$ cat config.mk
export PLATFORM = sky130hd
export DESIGN_NAME = pci_config_address_mapper_flat
export DESIGN_NICKNAME = d
export VERILOG_FILES = /design/src/hw/rtl/pcam_pkg.sv /design/src/hw/rtl/pcam_req_if.sv /design/src/hw/rtl/pcam_rsp_if.sv /design/src/hw/rtl/pci_config_address_mapper.sv /design/src/hw/rtl/pcam_table.sv /design/src/hw/rtl/pcam_xlate.sv /design/src/flat_wrapper.sv
export SDC_FILE = /design/constraint.sdc
export NUM_CORES = 1
export LEC_CHECK = 0
export ABC_AREA = 0
export BUFFER_PORTS_ARGS = -buffer_cell sky130_fd_sc_hd__buf_2
export CAP_MARGIN = 20
export CELL_PAD_IN_SITES_DETAIL_PLACEMENT = 1
export CELL_PAD_IN_SITES_GLOBAL_PLACEMENT = 2
export CORE_UTILIZATION = 44
export CTS_CLUSTER_DIAMETER = 150
export DETAILED_ROUTE_END_ITERATION = 7
export GPL_ROUTABILITY_DRIVEN = 1
export PLACE_DENSITY = 0.8
export SYNTH_ARGS = -nofsm -noshare
export SYNTH_HDL_FRONTEND = slang
export SYNTH_SLANG_ARGS = --single-unit
$ cat constraint.sdc
create_clock -name clk_i -period 11.16 [get_ports clk_i]
set_clock_uncertainty 0.1 [all_clocks]
set_input_delay 1.116 -clock clk_i [delete_from_list [all_inputs] [get_ports clk_i]]
set_output_delay 1.116 -clock clk_i [all_outputs]
set_load 0.05 [all_outputs]
$ cat src/hw/rtl/pcam_pkg.sv
// pcam_pkg: types, codes and constants of the pci config address mapper
// used by the channel interfaces, the range table, the translator and the top level
`default_nettype none

package pcam_pkg;

  // table depth default
  localparam int unsigned NumRanges = 8;

  // field widths
  localparam int unsigned BusW    = 8;
  localparam int unsigned SlotW   = 5;
  localparam int unsigned FuncW   = 3;
  localparam int unsigned OffsW   = 8;
  localparam int unsigned WidthW  = 2;
  localparam int unsigned AddrW   = 64;
  localparam int unsigned StatusW = 2;
  localparam int unsigned LaneW   = 5;

  // address layout
  localparam logic [31:0] LegacyEnable = 32'h8000_0000;
  localparam int unsigned BusShift     = 20;
  localparam int unsigned DevShift     = 15;
  localparam int unsigned FuncShift    = 12;
  localparam int unsigned EcamOffW     = BusShift + BusW;

  // operation codes
  localparam logic OpTranslate = 1'b0;
  localparam logic OpInstall   = 1'b1;

  // access width codes
  localparam logic [WidthW-1:0] WidthByte  = 2'd0;
  localparam logic [WidthW-1:0] WidthWord  = 2'd1;
  localparam logic [WidthW-1:0] WidthDword = 2'd2;

  typedef enum logic [StatusW-1:0] {
    STATUS_OK      = 2'd0,
    STATUS_FULL    = 2'd1,
    STATUS_INVALID = 2'd2
  } status_e;

  // one request item
  typedef struct packed {
    logic              operation;
    logic [BusW-1:0]   bus_num;
    logic [SlotW-1:0]  slot_num;
    logic [FuncW-1:0]  func_num;
    logic [OffsW-1:0]  reg_offset;
    logic [WidthW-1:0] access_width;
    logic [BusW-1:0]   new_start_bus;
    logic [BusW-1:0]   new_end_bus;
    logic [AddrW-1:0]  new_base;
  } req_t;

  // one result item
  typedef struct packed {
    status_e          status;
    logic             use_ecam;
    logic [AddrW-1:0] target_address;
    logic [LaneW-1:0] lane_shift;
  } rsp_t;

  // table lookup and install outcome
  typedef struct packed {
    logic             hit;
    logic [BusW-1:0]  first_bus;
    logic [AddrW-1:0] hit_base;
    status_e          install_status;
  } lookup_t;

endpackage

`default_nettype wire

$ cat src/hw/rtl/pcam_req_if.sv
// pcam_req_if: request channel, valid/ready handshake with the request fields
// depends on pcam_pkg for field widths
`default_nettype none

interface pcam_req_if;
  logic                              valid;
  logic                              ready;
  logic                              operation;
  logic [pcam_pkg::BusW-1:0]         bus_num;
  logic [pcam_pkg::SlotW-1:0]        slot_num;
  logic [pcam_pkg::FuncW-1:0]        func_num;
  logic [pcam_pkg::OffsW-1:0]        reg_offset;
  logic [pcam_pkg::WidthW-1:0]       access_width;
  logic [pcam_pkg::BusW-1:0]         new_start_bus;
  logic [pcam_pkg::BusW-1:0]         new_end_bus;
  logic [pcam_pkg::AddrW-1:0]        new_base;

  modport source (
    output valid, operation, bus_num, slot_num, func_num, reg_offset,
           access_width, new_start_bus, new_end_bus, new_base,
    input  ready
  );

  modport sink (
    input  valid, operation, bus_num, slot_num, func_num, reg_offset,
           access_width, new_start_bus, new_end_bus, new_base,
    output ready
  );
endinterface

`default_nettype wire

$ cat src/hw/rtl/pcam_rsp_if.sv
// pcam_rsp_if: result channel, valid/ready handshake with the result fields
// depends on pcam_pkg for field widths
`default_nettype none

interface pcam_rsp_if;
  logic                           valid;
  logic                           ready;
  logic [pcam_pkg::StatusW-1:0]   status;
  logic                           use_ecam;
  logic [pcam_pkg::AddrW-1:0]     target_address;
  logic [pcam_pkg::LaneW-1:0]     lane_shift;

  modport source (
    output valid, status, use_ecam, target_address, lane_shift,
    input  ready
  );

  modport sink (
    input  valid, status, use_ecam, target_address, lane_shift,
    output ready
  );
endinterface

`default_nettype wire

$ cat src/hw/rtl/pci_config_address_mapper.sv
// pci_config_address_mapper: top level, input register, range table, translator, result register
// depends on pcam_pkg, pcam_req_if, pcam_rsp_if, pcam_table and pcam_xlate
//
//   channel  dir  modport  payload
//   req_i    in   sink     operation, bus/slot/func, offset, width, new range
//   rsp_o    out  source   status, use_ecam, target_address, lane_shift
//
// an item is registered in the input register on accept and its result in the result register,
// so one item is taken every cycle while the result side is ready
// an install updates the table as its result is registered, so the next item sees it
// the input register keeps taking items while a result waits, and stalls only
// when both registers hold an item and the result side is not ready
// reset clears the valid flags and the table fill count; entries need no clearing
`default_nettype none

module pci_config_address_mapper #(
  parameter int unsigned NUM_RANGES = pcam_pkg::NumRanges
) (
  input  wire logic     clk_i,
  input  wire logic     rst_ni,
  pcam_req_if.sink      req_i,
  pcam_rsp_if.source    rsp_o
);

  logic              in_vld_q;
  pcam_pkg::req_t    in_q;
  logic              out_vld_q;
  pcam_pkg::rsp_t    out_q;
  logic              advance;
  logic              accept;
  pcam_pkg::lookup_t lookup;
  pcam_pkg::rsp_t    result;
  logic              ecam_en;

  assign advance     = !out_vld_q || rsp_o.ready;
  assign req_i.ready = !in_vld_q || advance;
  assign accept      = req_i.valid && req_i.ready;

  // input register
  always_ff @(posedge clk_i or negedge rst_ni) begin
    if (!rst_ni) begin
      in_vld_q <= 1'b0;
    end else if (accept) begin
      in_vld_q <= 1'b1;
    end else if (advance) begin
      in_vld_q <= 1'b0;
    end
  end

  always_ff @(posedge clk_i) begin
    if (accept) begin
      in_q.operation     <= req_i.operation;
      in_q.bus_num       <= req_i.bus_num;
      in_q.slot_num      <= req_i.slot_num;
      in_q.func_num      <= req_i.func_num;
      in_q.reg_offset    <= req_i.reg_offset;
      in_q.access_width  <= req_i.access_width;
      in_q.new_start_bus <= req_i.new_start_bus;
      in_q.new_end_bus   <= req_i.new_end_bus;
      in_q.new_base      <= req_i.new_base;
    end
  end

  pcam_table #(
    .NUM_RANGES (NUM_RANGES)
  ) u_table (
    .clk_i     (clk_i),
    .rst_ni    (rst_ni),
    .req_i     (in_q),
    .commit_i  (in_vld_q && advance),
    .lookup_o  (lookup),
    .ecam_en_o (ecam_en)
  );

  pcam_xlate u_xlate (
    .req_i     (in_q),
    .lookup_i  (lookup),
    .ecam_en_i (ecam_en),
    .rsp_o     (result)
  );

  // result register
  always_ff @(posedge clk_i or negedge rst_ni) begin
    if (!rst_ni) begin
      out_vld_q <= 1'b0;
    end else if (advance) begin
      out_vld_q <= in_vld_q;
    end
  end

  always_ff @(posedge clk_i) begin
    if (advance && in_vld_q) begin
      out_q <= result;
    end
  end

  assign rsp_o.valid          = out_vld_q;
  assign rsp_o.status         = out_q.status;
  assign rsp_o.use_ecam       = out_q.use_ecam;
  assign rsp_o.target_address = out_q.target_address;
  assign rsp_o.lane_shift     = out_q.lane_shift;

endmodule

`default_nettype wire

$ cat src/hw/rtl/pcam_table.sv
// pcam_table: ecam range table with append-only install and parallel bus match
// depends on pcam_pkg for widths, status codes and the lookup struct
`default_nettype none

module pcam_table #(
  parameter int unsigned NUM_RANGES = pcam_pkg::NumRanges
) (
  input  wire logic              clk_i,
  input  wire logic              rst_ni,
  input  wire pcam_pkg::req_t    req_i,
  input  wire logic              commit_i,
  output pcam_pkg::lookup_t      lookup_o,
  output logic                   ecam_en_o
);

  localparam int unsigned IdxW = (NUM_RANGES > 1) ? $clog2(NUM_RANGES) : 1;
  localparam int unsigned CntW = $clog2(NUM_RANGES + 1);

  logic [pcam_pkg::BusW-1:0]  first_q [NUM_RANGES];
  logic [pcam_pkg::BusW-1:0]  last_q  [NUM_RANGES];
  logic [pcam_pkg::AddrW-1:0] base_q  [NUM_RANGES];

  logic [CntW-1:0] count_q, count_d;
  logic            ecam_en_q, ecam_en_d;
  logic            do_write;
  logic [IdxW-1:0] wr_idx;
  pcam_pkg::status_e status;

  // install checks: full before invalid
  always_comb begin
    if (count_q >= CntW'(NUM_RANGES)) begin
      status = pcam_pkg::STATUS_FULL;
    end else if ((req_i.new_base == '0) || (req_i.new_start_bus > req_i.new_end_bus)) begin
      status = pcam_pkg::STATUS_INVALID;
    end else begin
      status = pcam_pkg::STATUS_OK;
    end
  end

  assign do_write  = commit_i && (req_i.operation == pcam_pkg::OpInstall)
                     && (status == pcam_pkg::STATUS_OK);
  assign wr_idx    = count_q[IdxW-1:0];
  assign count_d   = do_write ? count_q + CntW'(1) : count_q;
  assign ecam_en_d = do_write ? 1'b1 : ecam_en_q;

  // control state
  always_ff @(posedge clk_i or negedge rst_ni) begin
    if (!rst_ni) begin
      count_q   <= '0;
      ecam_en_q <= 1'b0;
    end else begin
      count_q   <= count_d;
      ecam_en_q <= ecam_en_d;
    end
  end

  // entry storage, written at the fill position
  always_ff @(posedge clk_i) begin
    if (do_write) begin
      first_q[wr_idx] <= req_i.new_start_bus;
      last_q[wr_idx]  <= req_i.new_end_bus;
      base_q[wr_idx]  <= req_i.new_base;
    end
  end

  // parallel compare, lowest matching entry wins
  always_comb begin
    lookup_o                = '0;
    lookup_o.install_status = status;
    for (int i = NUM_RANGES - 1; i >= 0; i--) begin
      if ((CntW'(i) < count_q) && (req_i.bus_num >= first_q[i])
          && (req_i.bus_num <= last_q[i])) begin
        lookup_o.hit       = 1'b1;
        lookup_o.first_bus = first_q[i];
        lookup_o.hit_base  = base_q[i];
      end
    end
  end

  assign ecam_en_o = ecam_en_q;

endmodule

`default_nettype wire

$ cat src/hw/rtl/pcam_xlate.sv
// pcam_xlate: forms the ecam or legacy address and the byte-lane shift
// depends on pcam_pkg for the request, lookup and result structs
`default_nettype none

module pcam_xlate (
  input  wire pcam_pkg::req_t    req_i,
  input  wire pcam_pkg::lookup_t lookup_i,
  input  wire logic              ecam_en_i,
  output pcam_pkg::rsp_t         rsp_o
);

  logic [pcam_pkg::OffsW-1:0]    aligned;
  logic [pcam_pkg::BusW-1:0]     bus_delta;
  logic [pcam_pkg::EcamOffW-1:0] ecam_off;
  logic [31:0]                   legacy_word;
  logic                          hit;
  logic [pcam_pkg::LaneW-1:0]    lane;

  assign aligned   = {req_i.reg_offset[pcam_pkg::OffsW-1:2], 2'b00};
  assign bus_delta = req_i.bus_num - lookup_i.first_bus;
  assign hit       = ecam_en_i && lookup_i.hit;

  // disjoint fields, so the offset is a plain concatenation
  assign ecam_off = {bus_delta, req_i.slot_num, req_i.func_num,
                     {(pcam_pkg::FuncShift - pcam_pkg::OffsW){1'b0}}, aligned};

  assign legacy_word = pcam_pkg::LegacyEnable
                     | {8'h00, req_i.bus_num, req_i.slot_num, req_i.func_num, aligned};

  // byte-lane shift within the dword
  always_comb begin
    case (req_i.access_width)
      pcam_pkg::WidthByte: lane = {req_i.reg_offset[1:0], 3'b000};
      pcam_pkg::WidthWord: lane = {req_i.reg_offset[1], 4'b0000};
      default:             lane = '0;
    endcase
  end

  // result selection
  always_comb begin
    rsp_o = '0;
    if (req_i.operation == pcam_pkg::OpInstall) begin
      rsp_o.status = lookup_i.install_status;
    end else begin
      rsp_o.status     = pcam_pkg::STATUS_OK;
      rsp_o.use_ecam   = hit;
      rsp_o.lane_shift = lane;
      if (hit) begin
        rsp_o.target_address = lookup_i.hit_base + pcam_pkg::AddrW'(ecam_off);
      end else begin
        rsp_o.target_address = pcam_pkg::AddrW'(legacy_word);
      end
    end
  end

endmodule

`default_nettype wire

$ cat src/flat_wrapper.sv
// flat-port wrapper written by rule: the top's interface ports become plain ports
module pci_config_address_mapper_flat 
#(
  parameter int unsigned NUM_RANGES = pcam_pkg::NumRanges
)
  (clk_i, rst_ni, req_i_valid, req_i_operation, req_i_bus_num, req_i_slot_num, req_i_func_num, req_i_reg_offset, req_i_access_width, req_i_new_start_bus, req_i_new_end_bus, req_i_new_base, req_i_ready, rsp_o_valid, rsp_o_status, rsp_o_use_ecam, rsp_o_target_address, rsp_o_lane_shift, rsp_o_ready);
  pcam_req_if req_i_i ();
  pcam_rsp_if rsp_o_i ();
  input  wire logic clk_i;
  input  wire logic rst_ni;
  input wire logic [$bits(req_i_i.valid)-1:0] req_i_valid;
  input wire logic [$bits(req_i_i.operation)-1:0] req_i_operation;
  input wire logic [$bits(req_i_i.bus_num)-1:0] req_i_bus_num;
  input wire logic [$bits(req_i_i.slot_num)-1:0] req_i_slot_num;
  input wire logic [$bits(req_i_i.func_num)-1:0] req_i_func_num;
  input wire logic [$bits(req_i_i.reg_offset)-1:0] req_i_reg_offset;
  input wire logic [$bits(req_i_i.access_width)-1:0] req_i_access_width;
  input wire logic [$bits(req_i_i.new_start_bus)-1:0] req_i_new_start_bus;
  input wire logic [$bits(req_i_i.new_end_bus)-1:0] req_i_new_end_bus;
  input wire logic [$bits(req_i_i.new_base)-1:0] req_i_new_base;
  output wire logic [$bits(req_i_i.ready)-1:0] req_i_ready;
  output wire logic [$bits(rsp_o_i.valid)-1:0] rsp_o_valid;
  output wire logic [$bits(rsp_o_i.status)-1:0] rsp_o_status;
  output wire logic [$bits(rsp_o_i.use_ecam)-1:0] rsp_o_use_ecam;
  output wire logic [$bits(rsp_o_i.target_address)-1:0] rsp_o_target_address;
  output wire logic [$bits(rsp_o_i.lane_shift)-1:0] rsp_o_lane_shift;
  input wire logic [$bits(rsp_o_i.ready)-1:0] rsp_o_ready;
  assign req_i_i.valid = req_i_valid;
  assign req_i_i.operation = req_i_operation;
  assign req_i_i.bus_num = req_i_bus_num;
  assign req_i_i.slot_num = req_i_slot_num;
  assign req_i_i.func_num = req_i_func_num;
  assign req_i_i.reg_offset = req_i_reg_offset;
  assign req_i_i.access_width = req_i_access_width;
  assign req_i_i.new_start_bus = req_i_new_start_bus;
  assign req_i_i.new_end_bus = req_i_new_end_bus;
  assign req_i_i.new_base = req_i_new_base;
  assign req_i_ready = req_i_i.ready;
  assign rsp_o_valid = rsp_o_i.valid;
  assign rsp_o_status = rsp_o_i.status;
  assign rsp_o_use_ecam = rsp_o_i.use_ecam;
  assign rsp_o_target_address = rsp_o_i.target_address;
  assign rsp_o_lane_shift = rsp_o_i.lane_shift;
  assign rsp_o_i.ready = rsp_o_ready;
  pci_config_address_mapper #(.NUM_RANGES(NUM_RANGES)) u_core (.clk_i(clk_i), .rst_ni(rst_ni), .req_i(req_i_i), .rsp_o(rsp_o_i));
endmodule
==> results.cfg, run 1 <==
[clocking]
clock-root-buffer = clkbuf_16
postCtsHoldBufs = 0
cts.path.max_buffers = 3
cts_buffers = 90
post_cts_resized = 0
cts_num_sinks = 823
h-tree-depth = 3
clkSlewWorstSetupHoldPaths_ns = 0.06
cts_tree = built
postCtsSetupBuffers = 0
worstSkewPairLatency_ns = 0.67

[setup_path]
cp.required_ns = 11.54
cp-start-kind = flip-flop
critPathKind = flip-flop to flip-flop
r2r_slack_ns = 2.37
worstPathArrival_ns = 9.18
path_cells = inv_1 > ha_1 > o221ai_1 > a2111oi_2 > o22ai_2 > nor2_4 > buf_4 > nand2_1 > o311ai_0 > o211ai_1 > nand3_1 > o21ai_0 > o21ai_0 > ha_1 > a21oi_1 > o31ai_1 > a311o_1 > a221oi_1 > nand2_1 > a31oi_2 > nor2_1 > a31o_2 > a21oi_1
slowest_delay_ns = 0.90
path_max_fanout = 64
end_kind = flip-flop
cp_slowest_cell = o21ai_0

[power_and_ir_drop]
p_leak_nw = 14.9
power_mw = 9.94
power_density_mw_per_mm2 = 238
ir_drop_v = 0.000128

[synth]
yosysSeqAreaShare_pct = 67.7
ys_ff_latch = 823
synth_top_area_cell = edfxtp_1
ys.flop_type = edfxtp_1
netlist_top_cells_count = edfxtp_1, nand2_1, nor2_1, ha_1, inv_1
synth-edff-count = 816
yosysTopAreaCellShare_pct = 67.2
synth_area_mm2 = 0.0365
synth_cells = 2672
netlist_top_cells_area = edfxtp_1, ha_1, a21oi_1, nand2_1, nor2_1
yosysWarnings = 0
synthDistinctLibCells = 95
synth_most_common_cell = edfxtp_1
syn-mean-instance-area_um2 = 13.6
async_flop_share_pct = 0.851

[floorplanning]
start_util_pct = 44.5
chipWidth_um = 290
ios = 185
die_h_um = 290
dieArea_mm2 = 0.0840
rows = 105
core-area_mm2 = 0.0820

[sta]
slew_headroom_pct = 17.1
slew_violations = 0
setup_ws_ns = 2.37
tns_ns = 0
layout_min_cycle_time_ns = 8.79
period_share_pct = 78.8
worstMarginPinSlew_ns = 1.23
clock.fmax_mhz = 114
setup_viol = 0
rsz0062_at_grt = false
hold_viol_final = 0
holdWs_ns = 0.216

[detailed_routing]
drt_iter0_drc = 2111
routed_wl_um = 116000
drtAntennaViolNets = 0
dr_total_vias = 24804
wl_met3_um = 8660
met1_length_um = 50700
vias_per_cell = 6.15
drc = 0
routedWlPerCell_um = 28.9
met2WireLength_um = 54400
routed.top_layer = met5
first_pass_iters = 6

[placed_design]
dpl.cell_count = 3862
placed_area_mm2 = 0.0388
dp_hpwl_um = 74800
place.gp.congestion = 0.857
dp_slack_ns = 2.52
io_buffers = 181

[global_routing]
grt_max_degree = 65
grt_pass1_wl_um = 171000
antenna_found_initial = 4
grt_pass1_vias = 25988
grt_overflow = 0
grtUsageTotal_pct = 27.5

[layout]
fin_cells = 4031
drive_gt1_share_pct = 15.1
syn2layout_area_growth_pct = 14.6
fin_nets = 3167
fin_util_pct = 51.0
fin_area_mm2 = 0.0418

[worst_hold_path]
hold_class = input port to async pin

[run_status]
status = completed

[flow_run]
cap_violations = 0
==> cell families (layout without fill, tap and decap cells) <==
logic type | count (synthesis) | in the layout | share of synthesized area (%)
fa+ha+maj | 169 | 169 | 5.84
simple gates | 678 | 678 | 9.24
buf+inv | 298 | 584 | 3.26
xor+xnor | 41 | 41 | 0.985
other cells | 1 | 4 | 0.0103
flops | 823 | 823 | 67.7
compound gates | 660 | 660 | 12.9
mux | 2 | 2 | 0.0549
==> final cells by class <==
| type | count | area [µm²] |
|---|---|---|
| Fill cell | 8160 | 40200 |
| Sequential cell | 823 | 24700 |
| Multi-Input combinational cell | 1553 | 10800 |
| Clock buffer | 104 | 2300 |
| Timing Repair Buffer | 251 | 1430 |
| Tap cell | 1070 | 1340 |
| Clock inverter | 61 | 656 |
| Inverter | 168 | 631 |
| Antenna cell | 1 | 2.50 |
==> critical path: cells and delay by family, from the launching register on <==
kind                       cells  cell delay (ns)
AOI/OAI and AO/OA             14             4.63
and+or+nand+nor                5             1.41
buffers and inverters          2             1.33
DFF                            1             0.40
adders and majority gates      2             0.71
==> metal layers <==
layer	vias to the layer above	global-route usage, %
met4	2	7.34
met5	-	0
met1	12811	38.3
li1	10815	-
met2	1004	44.3
met3	172	5.05
==> power by group <==
group,switching [mW],internal (mW),total [mW]
logic,2.22,0.962,3.19
registers,0.133,3.63,3.76
clock network,1.27,1.73,2.99
total,3.62,6.32,9.94
==> path summary, 6_finish.rpt <==
kind	endpoint	from	cells after the start
worst max-delay path	u_core.rsp_o.target_address[60]	u_core.in_q[98]	23
min in group clk_i	u_core.rsp_o.valid	u_core.in_vld_q	1
worst min register to register	u_core.rsp_o.valid	u_core.in_vld_q	1
max in group asynchronous	u_core.rsp_o.valid	rst_ni	1
worst max register to register	u_core.rsp_o.target_address[60]	u_core.in_q[98]	23
worst min-delay path	u_core.u_table.ecam_en_o	rst_ni	1
==> cell usage in the layout, fill, tap and decap left out, drive strengths merged, types with 9 or more instances in the layout <==
master / instances
inv: 171
nor4: 37
o211ai: 46
a31o: 9
bufinv: 10
a22oi: 15
a31oi: 22
and3: 15
a211oi: 25
nand2b: 16
nand3: 125
a41o: 10
ha: 167
nand4: 35
o21a: 12
a21oi: 152
o22ai: 13
nor2b: 15
or3: 12
o31a: 11
a211o: 26
a21o: 33
o311ai: 35
xnor2: 26
a221oi: 48
nor3b: 9
a2111oi: 13
clkinv: 45
edfxtp: 816
clkbuf: 106
buf: 249
o21bai: 9
xor2: 15
and2: 16
nor2: 171
o21ai: 96
o31ai: 14
nand2: 171
nor3: 27
==> flip-flops by register name, summed over array words and instances (netlist names) <==
signal,count
u_core.u_table.base_q,512
u_core.u_table.ecam_en_o,1
u_core.rsp_o.lane_shift,2
u_core.u_table.last_q,64
u_core.rsp_o.status,2
u_core.u_table.count_q,4
u_core.in_vld_q,1
u_core.u_table.first_q,64
u_core.rsp_o.use_ecam,1
u_core.rsp_o.valid,1
u_core.in_q,107
u_core.rsp_o.target_address,64
(Power assumes the default switching activity.)
==> run 2, diff against run 1 <==
- clock period: 11.16 -> 9.2 ns (I/O delays scaled with it)
==> run 2 against run 1 <==
Effect of this change:
- final area up 0.40%
- final cell count grew 0.22%
- die area stayed put
- sequential power rose by 22%
- worst setup slack got worse by 1.4 ns
- first-iteration DRC count is 21% higher
- clock-buffer cell count is 1 higher
- global-route usage increased by 0.24 points
- via count grew 0.39%
- power rose by 23%
- fmax is 6.9% higher
- utilization rose by 0.21 points
- critical endpoint is now u_core.rsp_o.target_address[59]
- largest cell class unchanged
==> results.cfg, run 2 (synthesized netlist as in run 1, its figures left out) <==
[run_status]
status = completed

[layout]
fin_cells = 4040
largestRegisters = u_core.u_table.base_q (512), u_core.in_q (107)
fin_area_mm2 = 0.0420
syn2layout_area_growth_pct = 15.1
fin_nets = 3178
fin_util_pct = 51.2
final_cell_mix = edfxtp_1, buf_2, nand2_1, nor2_1
largest_reg_flops = 512
regMostFlops = u_core.u_table.base_q
fill_cells = 8220
final_common_cell = edfxtp_1
drive_gt1_share_pct = 15.5

[sta]
setup_viol = 0
rsz0062_at_grt = false
slew_headroom_pct = 21.6
hold_viol_final = 0
period_share_pct = 89.4
holdWs_ns = 0.0527
tns_ns = 0
setup_ws_ns = 0.973
slew_violations = 0
worstMarginPinSlew_ns = 1.16
layout_min_cycle_time_ns = 8.23
clock.fmax_mhz = 122

[global_routing]
grt_max_degree = 65
grtUsageTotal_pct = 27.7
grt_overflow = 0
grt_pass1_vias = 26243
grt_pass1_wl_um = 173000
antenna_found_initial = 6

[detailed_routing]
routedWlPerCell_um = 29.1
drtAntennaViolNets = 0
routed_wl_um = 118000
vias_per_cell = 6.16
dr_total_vias = 24901
drc = 0
first_pass_iters = 5
drt_iter0_drc = 2550

[setup_path]
critPathKind = flip-flop to flip-flop
end_kind = flip-flop
worstPathArrival_ns = 8.53
path_cells = ha_1 > nand3_1 > nor2_1 > a2111oi_2 > o22ai_2 > nor2_4 > buf_4 > nand2_1 > o311ai_0 > o211ai_1 > nand3_1 > o21ai_0 > o21ai_0 > ha_1 > a21oi_1 > o31ai_1 > a311o_1 > a221oi_1 > o21bai_1 > a21oi_1 > o21a_1 > nor4_2 > and4_1 > o21a_1
cp_slowest_cell = edfxtp_1
cp.required_ns = 9.50
slowest_delay_ns = 0.87
r2r_slack_ns = 0.97
cp-start-kind = flip-flop
path_max_fanout = 28

[clocking]
clkSlewWorstSetupHoldPaths_ns = 0.06
cts_num_sinks = 823
post_cts_resized = 0
cts_buffers = 90
cts_tree = built
cts.path.max_buffers = 3
clock-root-buffer = clkbuf_16
h-tree-depth = 3
worstSkewPairLatency_ns = 0.66
postCtsSetupBuffers = 0
postCtsHoldBufs = 0

[floorplanning]
dieArea_mm2 = 0.0840
ios = 185
rows = 105
die_h_um = 290
core-area_mm2 = 0.0820
start_util_pct = 44.5
chipWidth_um = 290

[placed_design]
dp_hpwl_um = 76200
io_buffers = 181
dpl.cell_count = 3876
dp_slack_ns = 1.14
placed_area_mm2 = 0.0389
place.gp.congestion = 0.891

[power_and_ir_drop]
p_leak_nw = 15.0
power_mw = 12.2
ir_drop_v = 0.000168
power_density_mw_per_mm2 = 291

[flow_run]
cap_violations = 0

[worst_hold_path]
hold_class = input port to async pin
==> run 2: cell types whose count changed in the layout (fill, tap and decap cells not counted), moves of 2 or more <==
cell / change
buf_4: +13
clkinv_1: -4
bufinv_16: +3
nor3b_2: -3
nor3b_4: +3
buf_12: +2
clkbuf_16: +2
clkbuf_4: -2
clkinv_16: -2
clkinv_4: +2
inv_16: -2
==> run 2: final timing paths <==
path                                          from                         endpoint  cells after the start
worst max-delay path              u_core.in_q[103]  u_core.rsp_o.target_address[59]                     24
worst min-delay path                        rst_ni        u_core.u_table.count_q[0]                      1
worst max register to register    u_core.in_q[103]  u_core.rsp_o.target_address[59]                     24
worst min register to register     u_core.in_vld_q               u_core.rsp_o.valid                      1
max in group asynchronous                   rst_ni        u_core.u_table.count_q[3]                      1
min in group clk_i              req_i_new_base[36]                  u_core.in_q[36]                      1
==> run 2: worst max-delay path: cells and delay by family, from the launching register on <==
family	cells	cell delay, ns
compound gates	14	4.20
fa+ha+maj	2	0.83
buf+inv	1	0.43
flops	1	0.87
simple gates	7	1.49
==> run 2: layout make-up <==
class | instances | area [µm²] | area share (%)
multi-input combinational | 1553 | 10800 | 25.7
tap | 1070 | 1340 | 3.19
sequential | 823 | 24700 | 58.8
clock inverter | 58 | 661 | 1.57
clock buffer | 105 | 2350 | 5.60
timing repair buffer | 262 | 1540 | 3.66
inverter | 168 | 631 | 1.50
antenna | 1 | 2.50 | 0.00596
==> run 2: power breakdown <==
| group | leakage (nW) | switching, mW | total (mW) | internal, mW |
|---|---|---|---|---|
| sequential | 7.55 | 0.171 | 4.57 | 4.40 |
| clock | 1.47 | 1.52 | 3.71 | 2.20 |
| combinational | 5.94 | 2.73 | 3.94 | 1.22 |
==> run 2: per-layer routing <==
metal	global-route usage [%]	vias to the layer above	wire length (µm)	part of all wire, %
li1	-	10837	-	-
met1	38.2	12835	49900	42
met2	44.8	1050	55000	47
met3	5.14	175	9890	8.4
met4	8.20	4	2700	2.3
met5	0	-	22	0.019
==> run 3, diff against run 2 <==
- CELL_PAD_IN_SITES_DETAIL_PLACEMENT: 1 -> 0
- CELL_PAD_IN_SITES_GLOBAL_PLACEMENT: 2 -> 1
- CORE_UTILIZATION: 44 -> 45
- PLACE_DENSITY: 0.8 -> 0.71
==> run 3 against run 2 <==
Effect of this change:
- fmax shrank 2.9%
- sequential share of layout area grew 0.55 points
- sequential cell count is the same
- critical endpoint is now u_core.rsp_o.target_address[61]
- power shrank 4.4%
- routed wire length shrank 9.1%
- largest cell class unchanged
- highest routed layer is now met4
- critical path depth grew 2
- combinational power shrank 6.6%
- via count shrank 3.4%
- sequential power is essentially flat
==> results.cfg, run 3 (synthesized netlist as in run 1, its figures left out) <==
[clocking]
cts_buffers = 88
h-tree-depth = 3
postCtsSetupBuffers = 0
clock-root-buffer = clkbuf_16
clkSlewWorstSetupHoldPaths_ns = 0.06
post_cts_resized = 0
worstSkewPairLatency_ns = 0.66
cts_tree = built
cts.path.max_buffers = 3
postCtsHoldBufs = 0
cts_num_sinks = 823

[floorplanning]
chipWidth_um = 287
ios = 185
die_h_um = 287
start_util_pct = 45.4
dieArea_mm2 = 0.0822
core-area_mm2 = 0.0803
rows = 104

[layout]
n_antenna_cell = 0
largestRegisters = u_core.u_table.base_q (512), u_core.in_q (107)
syn2layout_area_growth_pct = 14.0
drive_gt1_share_pct = 14.6
final_common_cell = edfxtp_1
final_cell_mix = edfxtp_1, buf_2, nand2_1, nor2_1
regMostFlops = u_core.u_table.base_q
largest_reg_flops = 512
fin_nets = 3155

[placed_design]
dp_hpwl_um = 68300
place.gp.congestion = 0.859
io_buffers = 181

[sta]
clock.fmax_mhz = 118
slew_violations = 0
rsz0062_at_grt = false
holdWs_ns = 0.0771
hold_viol_final = 0
slew_headroom_pct = 23.7
worstMarginPinSlew_ns = 1.14
tns_ns = 0
setup_viol = 0
period_share_pct = 92.1
layout_min_cycle_time_ns = 8.47

[detailed_routing]
routed_wl_um = 107000
drtAntennaViolNets = 0
routedWlPerCell_um = 26.7
first_pass_iters = 6
dr_total_vias = 24056
drt_iter0_drc = 2441
drc = 0
vias_per_cell = 6.01

[setup_path]
worstReg2RegStart = u_core.in_q[100]
slowest_delay_ns = 1.03
critPathBufInv = 1
worstPathArrival_ns = 8.85
rr_worst_depth = 26
worstSetupStartpoint = u_core.in_q[100]
critPathKind = flip-flop to flip-flop
cp-start-kind = flip-flop
crit_family = compound AO/OA/AOI/OAI gates
path_depth = 26
path_max_fanout = 38
end_kind = flip-flop
cp_slowest_cell = edfxtp_1
crit_top_cell = a21oi_1
cp.required_ns = 9.57

[global_routing]
grtUsageTotal_pct = 25.9
grt_pass1_vias = 24100
grt_max_degree = 71
antenna_found_initial = 0
grt_pass1_wl_um = 157000
grt_overflow = 0

[power_and_ir_drop]
p_leak_nw = 14.7
ir_drop_v = 0.000178
power_density_mw_per_mm2 = 281

[worst_hold_path]
hold_class = input port to async pin

[flow_run]
cap_violations = 0

[run_status]
status = completed
==> run 3: changes by cell type in the layout (fill, tap and decap cells not counted), sizes merged <==
cell	previous run	this run
diode	1	0
bufinv	13	7
buf	262	241
inv	170	169
clkinv	41	45
clkinvlp	2	3
clkbuf	105	103
==> run 3: layout make-up <==
cell class	instances	area, µm²
inverters	168	631
flip-flops and latches	823	24700
repair buffers	241	1370
clock buffers	103	2260
fillers	6750	38700
well taps	1060	1330
multi-input cells	1553	10800
clock inverters	56	537
==> run 3: worst paths after layout <==
path | to | slack (ns)
min in group clk_i | u_core.in_q[20] | 0.33
worst min-delay path | u_core.u_table.count_q[3] | 0.08
worst max register to register | u_core.rsp_o.target_address[61] | 0.73
max in group asynchronous | u_core.u_table.count_q[0] | 8.65
worst min register to register | u_core.rsp_o.valid | 0.40
worst max-delay path | u_core.rsp_o.target_address[61] | 0.73
==> run 3: metrics by stage <==
stage | setup WS, ns | area (µm²) | utilization [%] | instances | total power [mW]
floorplan | -0.376 | 36500 | - | 2674 | 7.05
global placement | 0.976 | 38700 | 48.2 | 3842 | 8.26
detailed placement | 0.776 | 38700 | 48.3 | 3843 | 8.30
CTS | 0.731 | 41500 | 51.7 | 4002 | 11.7
global route | 0.288 | 41600 | 51.8 | 4004 | 12.2
finish | 0.727 | 41600 | 51.8 | 4004 | 11.7
==> run 3: layer usage <==
| layer | up-vias | routed length [µm] | share of wire (%) | track usage (%) |
|---|---|---|---|---|
| met5 | - | 0 | 0 | 0 |
| met4 | 0 | 3500 | 3.3 | 9.55 |
| met3 | 181 | 6190 | 5.8 | 3.14 |
| met2 | 907 | 52000 | 49 | 43.5 |
| met1 | 12146 | 45100 | 42 | 34.6 |
| li1 | 10822 | - | - | - |
==> run 3: power by group <==
part           internal [mW]  switching [mW]  total, mW
logic                   1.15            2.53       3.68
registers               4.40           0.162       4.56
clock network           1.96            1.48       3.45
